==> src/rtl/lcht_pkg.sv <==
`default_nettype none
// ----------------------------------------------------------------------------
// lcht_pkg: shared types and constants for the lba to chs translator
// Head-count codes, reciprocal constants and stage count of the pipeline.
// ----------------------------------------------------------------------------
package lcht_pkg;

  localparam int unsigned NUM_STAGES = 6;

  localparam int unsigned LBA_W = 24;
  localparam int unsigned Q1_W  = 19;
  localparam int unsigned CYL_W = 15;

  localparam logic [31:0] CLAMP_LBA  = 32'd16370046;
  localparam logic [31:0] LARGE_DISK = 32'd16450560;
  localparam logic [31:0] SIZE_H32   = 32'd1033200;
  localparam logic [31:0] SIZE_H64   = 32'd2066400;
  localparam logic [31:0] SIZE_H128  = 32'd4132800;
  localparam logic [31:0] SIZE_H255  = 32'd8265600;

  localparam logic [24:0] RECIP63       = 25'd17043521;
  localparam int unsigned RECIP63_SHIFT = 30;
  localparam logic [18:0] RECIP255       = 19'd263172;
  localparam int unsigned RECIP255_SHIFT = 26;

  localparam logic [6:0] SECTORS   = 7'd63;
  localparam logic [8:0] HEADS_MAX = 9'd255;

  localparam logic [7:0] CLAMP_CYL_LOW = 8'hFF;
  localparam logic [7:0] CLAMP_HEAD    = 8'd254;
  localparam logic [7:0] CLAMP_SCH     = 8'hFF;

  typedef enum logic [2:0] {
    HEADS_16,
    HEADS_32,
    HEADS_64,
    HEADS_128,
    HEADS_255
  } heads_sel_e;

  typedef struct packed {
    heads_sel_e  sel;
    logic [7:0]  heads;
  } geom_t;

endpackage
`default_nettype wire

==> src/rtl/lba_to_chs_translate.sv <==
`default_nettype none
// ----------------------------------------------------------------------------
// lba_to_chs_translate: logical block address to packed mbr chs bytes
// Six-stage pipeline of two divisions with correction steps.
// ----------------------------------------------------------------------------
// Takes one request per cycle while the output side is not stalled; a stall
// backs up stage by stage with no loss. The depth comes from two divisions,
// first by 63 sectors (reciprocal multiply, subtract, one-step correction),
// then by the head count (shift and subtract for 16 to 128 heads, and as the
// first for 255). The head count (16, 32, 64, 128 or 255) is worked out from
// the disk size when it is written and takes effect from the next cycle;
// write it only with no request in flight. Addresses at or above 1023*254*63
// return cylinder 1023, head 254, sector 63 with clamped_o set; cylinder bits
// above bit 9 are dropped.
module lba_to_chs_translate import lcht_pkg::*; (
  input  wire logic        clk_i,
  input  wire logic        rst_ni,
  input  wire logic        cfg_we_i,
  input  wire logic [31:0] cfg_wdata_i,
  input  wire logic        in_valid_i,
  output logic             in_ready_o,
  input  wire logic [31:0] lba_i,
  output logic             out_valid_o,
  input  wire logic        out_ready_i,
  output logic [7:0]       cylinder_low_o,
  output logic [7:0]       head_o,
  output logic [7:0]       sector_cyl_high_o,
  output logic [7:0]       heads_used_o,
  output logic             clamped_o
);

  geom_t geom;

  lcht_geom u_geom (
    .clk_i       (clk_i),
    .rst_ni      (rst_ni),
    .cfg_we_i    (cfg_we_i),
    .cfg_wdata_i (cfg_wdata_i),
    .geom_o      (geom)
  );

  logic [NUM_STAGES-1:0] vld_q;
  logic [NUM_STAGES-1:0] en;

  always_comb begin
    en[NUM_STAGES-1] = !vld_q[NUM_STAGES-1] || out_ready_i;
    for (int k = NUM_STAGES - 2; k >= 0; k--) begin
      en[k] = !vld_q[k] || en[k+1];
    end
  end

  assign in_ready_o = en[0];

  always_ff @(posedge clk_i or negedge rst_ni) begin
    if (!rst_ni) begin
      vld_q <= '0;
    end else begin
      if (en[0]) vld_q[0] <= in_valid_i;
      for (int k = 1; k < NUM_STAGES; k++) begin
        if (en[k]) vld_q[k] <= vld_q[k-1];
      end
    end
  end

  // stage 1: clamp check and quotient estimate by 63
  logic [LBA_W+24:0] p1;
  logic [LBA_W-1:0]  s1_x_q;
  logic [Q1_W-1:0]   s1_q0_q;
  logic              s1_clamp_q;

  assign p1 = (LBA_W+25)'(lba_i[LBA_W-1:0]) * (LBA_W+25)'(RECIP63);

  always_ff @(posedge clk_i) begin
    if (en[0]) begin
      s1_x_q     <= lba_i[LBA_W-1:0];
      s1_q0_q    <= p1[RECIP63_SHIFT +: Q1_W];
      s1_clamp_q <= (lba_i >= CLAMP_LBA);
    end
  end

  // stage 2: remainder against the estimate
  logic [LBA_W:0]  mul63;
  logic [LBA_W:0]  r0_full;
  logic [Q1_W-1:0] s2_q0_q;
  logic [6:0]      s2_r0_q;
  logic            s2_clamp_q;

  assign mul63   = {s1_q0_q, 6'b0} - (LBA_W+1)'(s1_q0_q);
  assign r0_full = {1'b0, s1_x_q} - mul63;

  always_ff @(posedge clk_i) begin
    if (en[1]) begin
      s2_q0_q    <= s1_q0_q;
      s2_r0_q    <= r0_full[6:0];
      s2_clamp_q <= s1_clamp_q;
    end
  end

  // stage 3: correction gives track number and sector index
  logic            ge63;
  logic [6:0]      r0_fix;
  logic [Q1_W-1:0] s3_q1_q;
  logic [5:0]      s3_sec_q;
  logic            s3_clamp_q;

  assign ge63   = (s2_r0_q >= SECTORS);
  assign r0_fix = ge63 ? (s2_r0_q - SECTORS) : s2_r0_q;

  always_ff @(posedge clk_i) begin
    if (en[2]) begin
      s3_q1_q    <= s2_q0_q + Q1_W'(ge63);
      s3_sec_q   <= r0_fix[5:0];
      s3_clamp_q <= s2_clamp_q;
    end
  end

  // stage 4: cylinder estimate by head count
  logic [2*Q1_W-1:0] p2;
  logic [CYL_W-1:0]  d_est;
  logic [CYL_W-1:0]  s4_d_q;
  logic [Q1_W-1:0]   s4_q1_q;
  logic [5:0]        s4_sec_q;
  logic              s4_clamp_q;

  assign p2 = (2*Q1_W)'(s3_q1_q) * (2*Q1_W)'(RECIP255);

  always_comb begin
    unique case (geom.sel)
      HEADS_16:  d_est = CYL_W'(s3_q1_q >> 4);
      HEADS_32:  d_est = CYL_W'(s3_q1_q >> 5);
      HEADS_64:  d_est = CYL_W'(s3_q1_q >> 6);
      HEADS_128: d_est = CYL_W'(s3_q1_q >> 7);
      HEADS_255: d_est = CYL_W'(p2 >> RECIP255_SHIFT);
      default:   d_est = CYL_W'(s3_q1_q >> 4);
    endcase
  end

  always_ff @(posedge clk_i) begin
    if (en[3]) begin
      s4_d_q     <= d_est;
      s4_q1_q    <= s3_q1_q;
      s4_sec_q   <= s3_sec_q;
      s4_clamp_q <= s3_clamp_q;
    end
  end

  // stage 5: head remainder against the estimate
  logic [CYL_W+7:0] hd;
  logic [CYL_W+7:0] r2_full;
  logic [CYL_W-1:0] s5_d_q;
  logic [8:0]       s5_r2_q;
  logic [5:0]       s5_sec_q;
  logic             s5_clamp_q;

  always_comb begin
    unique case (geom.sel)
      HEADS_16:  hd = (CYL_W+8)'(s4_d_q) << 4;
      HEADS_32:  hd = (CYL_W+8)'(s4_d_q) << 5;
      HEADS_64:  hd = (CYL_W+8)'(s4_d_q) << 6;
      HEADS_128: hd = (CYL_W+8)'(s4_d_q) << 7;
      HEADS_255: hd = {s4_d_q, 8'b0} - (CYL_W+8)'(s4_d_q);
      default:   hd = (CYL_W+8)'(s4_d_q) << 4;
    endcase
  end

  assign r2_full = (CYL_W+8)'(s4_q1_q) - hd;

  always_ff @(posedge clk_i) begin
    if (en[4]) begin
      s5_d_q     <= s4_d_q;
      s5_r2_q    <= r2_full[8:0];
      s5_sec_q   <= s4_sec_q;
      s5_clamp_q <= s4_clamp_q;
    end
  end

  // stage 6: correction and byte packing
  logic             fix255;
  logic [CYL_W-1:0] cyl;
  logic [8:0]       r2_fix;
  logic [5:0]       sector;
  logic [7:0]       cyl_low_q, head_q, sch_q;
  logic             clamp_q;

  assign fix255 = (geom.sel == HEADS_255) && (s5_r2_q >= HEADS_MAX);
  assign cyl    = s5_d_q + CYL_W'(fix255);
  assign r2_fix = fix255 ? (s5_r2_q - HEADS_MAX) : s5_r2_q;
  assign sector = s5_sec_q + 6'd1;

  always_ff @(posedge clk_i) begin
    if (en[5]) begin
      clamp_q <= s5_clamp_q;
      if (s5_clamp_q) begin
        cyl_low_q <= CLAMP_CYL_LOW;
        head_q    <= CLAMP_HEAD;
        sch_q     <= CLAMP_SCH;
      end else begin
        cyl_low_q <= cyl[7:0];
        head_q    <= r2_fix[7:0];
        sch_q     <= {cyl[9:8], sector};
      end
    end
  end

  assign out_valid_o       = vld_q[NUM_STAGES-1];
  assign cylinder_low_o    = cyl_low_q;
  assign head_o            = head_q;
  assign sector_cyl_high_o = sch_q;
  assign heads_used_o      = geom.heads;
  assign clamped_o         = clamp_q;

  a_head_in_range: assert property (@(posedge clk_i) disable iff (!rst_ni)
    out_valid_o && !clamped_o |-> head_o < heads_used_o)
    else $error("head not below head count");

  a_sector_nonzero: assert property (@(posedge clk_i) disable iff (!rst_ni)
    out_valid_o |-> sector_cyl_high_o[5:0] != 6'd0)
    else $error("sector number zero");

  a_clamp_values: assert property (@(posedge clk_i) disable iff (!rst_ni)
    out_valid_o && clamped_o |-> cylinder_low_o == CLAMP_CYL_LOW &&
      head_o == CLAMP_HEAD && sector_cyl_high_o == CLAMP_SCH)
    else $error("clamped request with wrong chs");

  a_full_stall: assert property (@(posedge clk_i) disable iff (!rst_ni)
    (&vld_q) && !out_ready_i |-> !in_ready_o)
    else $error("request taken into a full stalled pipeline");

  a_heads_legal: assert property (@(posedge clk_i) disable iff (!rst_ni)
    out_valid_o |-> heads_used_o == 8'd16 || heads_used_o == 8'd32 ||
      heads_used_o == 8'd64 || heads_used_o == 8'd128 || heads_used_o == 8'd255)
    else $error("illegal head count");

endmodule
`default_nettype wire

==> src/rtl/lcht_geom.sv <==
`default_nettype none
// ----------------------------------------------------------------------------
// lcht_geom: disk geometry register
// Holds the head count chosen from the disk size written on the config port.
// ----------------------------------------------------------------------------
module lcht_geom import lcht_pkg::*; (
  input  wire logic        clk_i,
  input  wire logic        rst_ni,
  input  wire logic        cfg_we_i,
  input  wire logic [31:0] cfg_wdata_i,
  output geom_t            geom_o
);

  heads_sel_e sel_d, sel_q;

  always_comb begin
    sel_d = sel_q;
    if (cfg_we_i) begin
      priority if (cfg_wdata_i >= LARGE_DISK) sel_d = HEADS_255;
      else if (cfg_wdata_i >= SIZE_H255)      sel_d = HEADS_255;
      else if (cfg_wdata_i >= SIZE_H128)      sel_d = HEADS_128;
      else if (cfg_wdata_i >= SIZE_H64)       sel_d = HEADS_64;
      else if (cfg_wdata_i >= SIZE_H32)       sel_d = HEADS_32;
      else                                    sel_d = HEADS_16;
    end
  end

  always_ff @(posedge clk_i or negedge rst_ni) begin
    if (!rst_ni) begin
      sel_q <= HEADS_16;
    end else begin
      sel_q <= sel_d;
    end
  end

  always_comb begin
    geom_o.sel = sel_q;
    unique case (sel_q)
      HEADS_16:  geom_o.heads = 8'd16;
      HEADS_32:  geom_o.heads = 8'd32;
      HEADS_64:  geom_o.heads = 8'd64;
      HEADS_128: geom_o.heads = 8'd128;
      HEADS_255: geom_o.heads = 8'd255;
      default:   geom_o.heads = 8'd16;
    endcase
  end

endmodule
`default_nettype wire

==> config.mk <==
export PLATFORM = sky130hd
export DESIGN_NAME = lba_to_chs_translate
export DESIGN_NICKNAME = d
export VERILOG_FILES = /design/src/rtl/lcht_pkg.sv /design/src/rtl/lba_to_chs_translate.sv /design/src/rtl/lcht_geom.sv
export SDC_FILE = /design/constraint.sdc
export NUM_CORES = 1
export LEC_CHECK = 0
export BUFFER_PORTS_ARGS = -buffer_cell sky130_fd_sc_hd__buf_2
export CORE_ASPECT_RATIO = 2
export CORE_UTILIZATION = 57
export DETAILED_ROUTE_END_ITERATION = 10
export PLACE_DENSITY = 0.89
export SLEW_MARGIN = 5
export SYNTH_ARGS = -nofsm -noshare
export SYNTH_HDL_FRONTEND = slang
export SYNTH_SLANG_ARGS = --single-unit
==> constraint.sdc <==
create_clock -name clk_i -period 4.8 [get_ports clk_i]
set_clock_uncertainty 0.1 [all_clocks]
set_input_delay 0.24 -clock clk_i [delete_from_list [all_inputs] [get_ports clk_i]]
set_output_delay 0.24 -clock clk_i [all_outputs]
set_load 0.05 [all_outputs]
==> flow_summary.json <==
{
  "ir_drop_uv": 326,
  "h_tree_level_count": 4,
  "hold_slack_ps": 24.0,
  "timing.critical_path.from_type": "input pin",
  "crit_slowest_cell": "sky130_fd_sc_hd__dlygate4sd3_1",
  "rrSetupSlack_ps": 390,
  "post_place_setup_slack_ps": -234,
  "synth_async_sr_flop_share_pct": 5.42,
  "floorplan.core_area_um2": 21100,
  "utilization_pct": 66.5,
  "worstReg2RegStart": "s3_q1_q[12]",
  "cts_tree": "yes",
  "synth_enable_flop_cells": 157,
  "synth_top_area_share_pct": 38.1,
  "drive_gt1_share_pct": 15.1,
  "post_layout_min_period_ps": 4680,
  "fmax_mhz": 213,
  "path_common_cell": "sky130_fd_sc_hd__ha_1",
  "worst_hold_endpoint": "u_geom.sel_q[1]",
  "worst_pin_slew_ps": 1180,
  "maxCapViolCount": 0,
  "detail_route.vias_per_cell": 6.28,
  "rr_endpoint": "s4_d_q[2]",
  "clock_tree.root_cell": "sky130_fd_sc_hd__clkbuf_16",
  "syn_inst": 1113,
  "top_level_ports": 104,
  "final_net_count": 1564,
  "worstSkewPairLatency_ps": 440,
  "num_antenna_cells": 0,
  "worst_hold_path_type": "input pin to register",
  "yosys_most_used_dff": "sky130_fd_sc_hd__edfxtp_1",
  "dp_hpwl_mm": 23.3,
  "cts_sinks": 166,
  "max-slew-margin-rel_pct": 21.1,
  "final-hold-violation-count": 0,
  "criticalPathCategory": "input pin to register",
  "yosysSeqAreaShare_pct": 39.9,
  "synth.lib_cells_used.distinct": 75,
  "clock_path_buffers": 2,
  "period_share_pct": 97.6,
  "drt-initial-drc-count": 632,
  "post_dp_cell_area_um2": 13300,
  "setup_viol_count_final": 0,
  "wire_length_of_the_first_global_routing_pass_mm": 48.8,
  "ff2ff_path_depth": 16,
  "area_growth_pct": 13.6,
  "final_area_um2": 14000,
  "port-buffer-count": 99,
  "timing_max_transition_violations_final": 0,
  "core.rowCount": 75,
  "detailedRoute.firstPassIterationCount": 5,
  "worst_hold_startpoint": "cfg_wdata_i[21]",
  "cp_slowest_stage_delay_ps": 530,
  "synth_area_leaders": "sky130_fd_sc_hd__edfxtp_1, sky130_fd_sc_hd__ha_1, sky130_fd_sc_hd__fa_1",
  "status": "finished, final reports clean",
  "overall_via_count_from_detail_route": 9606,
  "min_path_cells": 3,
  "final_antenna_net_count": 0,
  "globalRouteTotalUtil_pct": 28.7,
  "most_repeated_cell_in_the_gate_level_netlist_after_synthesis": "sky130_fd_sc_hd__ha_1",
  "worst_setup_hold_path_clk_slew_ps": 70,
  "worstPathArrival_ps": 4800,
  "multi_input_area_um2": 6940,
  "fillerInstances": 1456,
  "grt_max_degree": 30,
  "synth_area_per_cell_um2": 11.1,
  "count_of_state_elements_after_synthesis": 166,
  "cts-buffers-inserted": 17,
  "first_global_vias": 10000,
  "cts_setup_buffers": 0,
  "grt_antenna_before_repair": 1,
  "setup_ws_post_layout_ps": 116,
  "timing.critical_path.required_ps": 4920,
  "synth_top_cell_by_area": "sky130_fd_sc_hd__edfxtp_1",
  "finalWirelength_mm": 31.3,
  "routed_wire_length_per_instance_um": 20.5,
  "ys.warnings.count": 0,
  "netlist_top_cells_count": "sky130_fd_sc_hd__ha_1, sky130_fd_sc_hd__edfxtp_1, sky130_fd_sc_hd__inv_1",
  "total_congestion_overflow_after_global_routing": 0,
  "design.die.area_um2": 22300,
  "critical_path.cell_chain": "dlygate4sd3_1, buf_2, ha_1, ha_4, inv_1, fa_1, inv_1, fa_1, ha_1, ha_1, o21a_1, o21bai_1, a21oi_1, buf_4, and4_1, a211oi_4, o21bai_4, a2111o_1, o311ai_1",
  "die_width_um": 106,
  "chipHeight_um": 210,
  "power.static_leakage_nw": 6.24,
  "crit_fanout": 5,
  "crit_path_end_kind": "register",
  "area.sequential_um2": 4940,
  "gp_routability_congestion": 0.949,
  "drc_errors": 0,
  "initial_utilization_pct": 58.6,
  "post_synth_instance_area_um2": 12400,
  "cellPowerDensity_nw_per_um2": 630,
  "postSynthNetCount": 1430
}
==> worst max-delay path: cells and delay by family <==
kind	cells	cell delay (ps)
buf+inv	5	990
compound gates	7	1350
simple gates	1	210
fa+ha+maj	6	2000
==> registers in the layout, summed over array words and instances, names as in the netlist, 8 cells and up <==
name and cells:
s1_q0_q 19, s3_q1_q 19, s5_d_q 10, head_o 8
s2_q0_q 19, s5_r2_q 9, sector_cyl_high_o 8, cylinder_low_o 8
s4_q1_q 9, s4_d_q 10
==> cells in the final DEF, fill, tap and decap left out, types with 7 or more instances in the layout <==
cell type,n
sky130_fd_sc_hd__nor2b_1,8
sky130_fd_sc_hd__buf_4,29
sky130_fd_sc_hd__clkbuf_16,17
sky130_fd_sc_hd__inv_1,112
sky130_fd_sc_hd__or2_2,9
sky130_fd_sc_hd__nor4_1,8
sky130_fd_sc_hd__edfxtp_1,157
sky130_fd_sc_hd__a21o_1,16
sky130_fd_sc_hd__dlygate4sd3_1,9
sky130_fd_sc_hd__mux2i_1,9
sky130_fd_sc_hd__nor3_1,16
sky130_fd_sc_hd__o21bai_1,9
sky130_fd_sc_hd__o21ai_0,32
sky130_fd_sc_hd__buf_2,99
sky130_fd_sc_hd__fa_1,30
sky130_fd_sc_hd__ha_1,216
sky130_fd_sc_hd__a31oi_1,8
sky130_fd_sc_hd__nand2b_1,25
sky130_fd_sc_hd__o22ai_1,8
sky130_fd_sc_hd__xor2_1,27
sky130_fd_sc_hd__dfrtp_1,9
sky130_fd_sc_hd__nand4_1,25
sky130_fd_sc_hd__nand3_1,32
sky130_fd_sc_hd__and3_1,16
sky130_fd_sc_hd__a211oi_1,7
sky130_fd_sc_hd__nor2_1,46
sky130_fd_sc_hd__xnor2_1,50
sky130_fd_sc_hd__nand2_1,70
sky130_fd_sc_hd__a21oi_1,49
==> worst max-delay path by stage <==
| stage | from | to | slack [ps] | cells past startpoint |
|---|---|---|---|---|
| 2_1_floorplan | lba_i[16] | s1_q0_q[11] | 380 | 14 |
| 3_3_place_gp | lba_i[16] | s1_q0_q[11] | -110 | 15 |
| 3_5_place_dp | lba_i[16] | s1_q0_q[11] | -230 | 15 |
| 4_1_cts | lba_i[0] | s1_q0_q[11] | 80 | 19 |
| 5_1_grt | lba_i[6] | s1_q0_q[11] | -10 | 19 |
| 6_report | lba_i[6] | s1_q0_q[11] | 120 | 19 |
==> what timing repair did <==
| action | 4_1_cts | 5_1_grt |
|---|---|---|
| hold endpoints to repair | 17 | 0 |
| hold buffers | 9 | 0 |
| resized for setup | 0 | 7 |
| endpoints found under the setup margin | 0 | 5 |
==> metrics by stage <==
stage	TNS [ps]	cells	power (mW)
2_1_floorplan	0	1113	5.89
3_3_place_gp	-283	1488	6.87
3_5_place_dp	-1210	1488	7.22
4_1_cts	0	1529	8.71
5_1_grt	-16.7	1529	9.47
6_report	0	1529	8.86
==> cell families after synthesis <==
kind of cell               after synthesis  synth area share (%)
muxes                                   15                  1.37
adders and majority gates              248                  26.9
AOI/OAI and AO/OA                      197                  10.7
and+or+nand+nor                        275                  11.3
DFF                                    166                  39.9
xor gates and xnor gates                77                  5.45
buffers and inverters                  135                  4.35
==> report_power, final <==
group          internal [mW]  switching [mW]
combinational           2.00            2.70
sequential              2.34           0.443
clock                  0.704           0.667
==> cell type report <==
cell class | count | area share (%)
clock buffer | 17 | 3.03
sequential | 166 | 35.2
tap | 269 | 2.40
clock inverter | 15 | 1.28
multi-input combinational | 812 | 49.4
inverter | 113 | 3.02
timing repair buffer | 137 | 5.72
==> routing by layer <==
metal  global-route usage (%)  vias to the layer above  routed length [um]  share of wire (%)
met5                        0                        -                   9              0.029
met3                     4.11                      149                1740                5.5
met4                     19.8                        2                2270                7.3
met2                     57.2                      510               17800                 57
met1                     25.3                     4597                9550                 30
li1                         -                     4348                   -                  -
No activity file was read; power rests on OpenSTA's default activity.
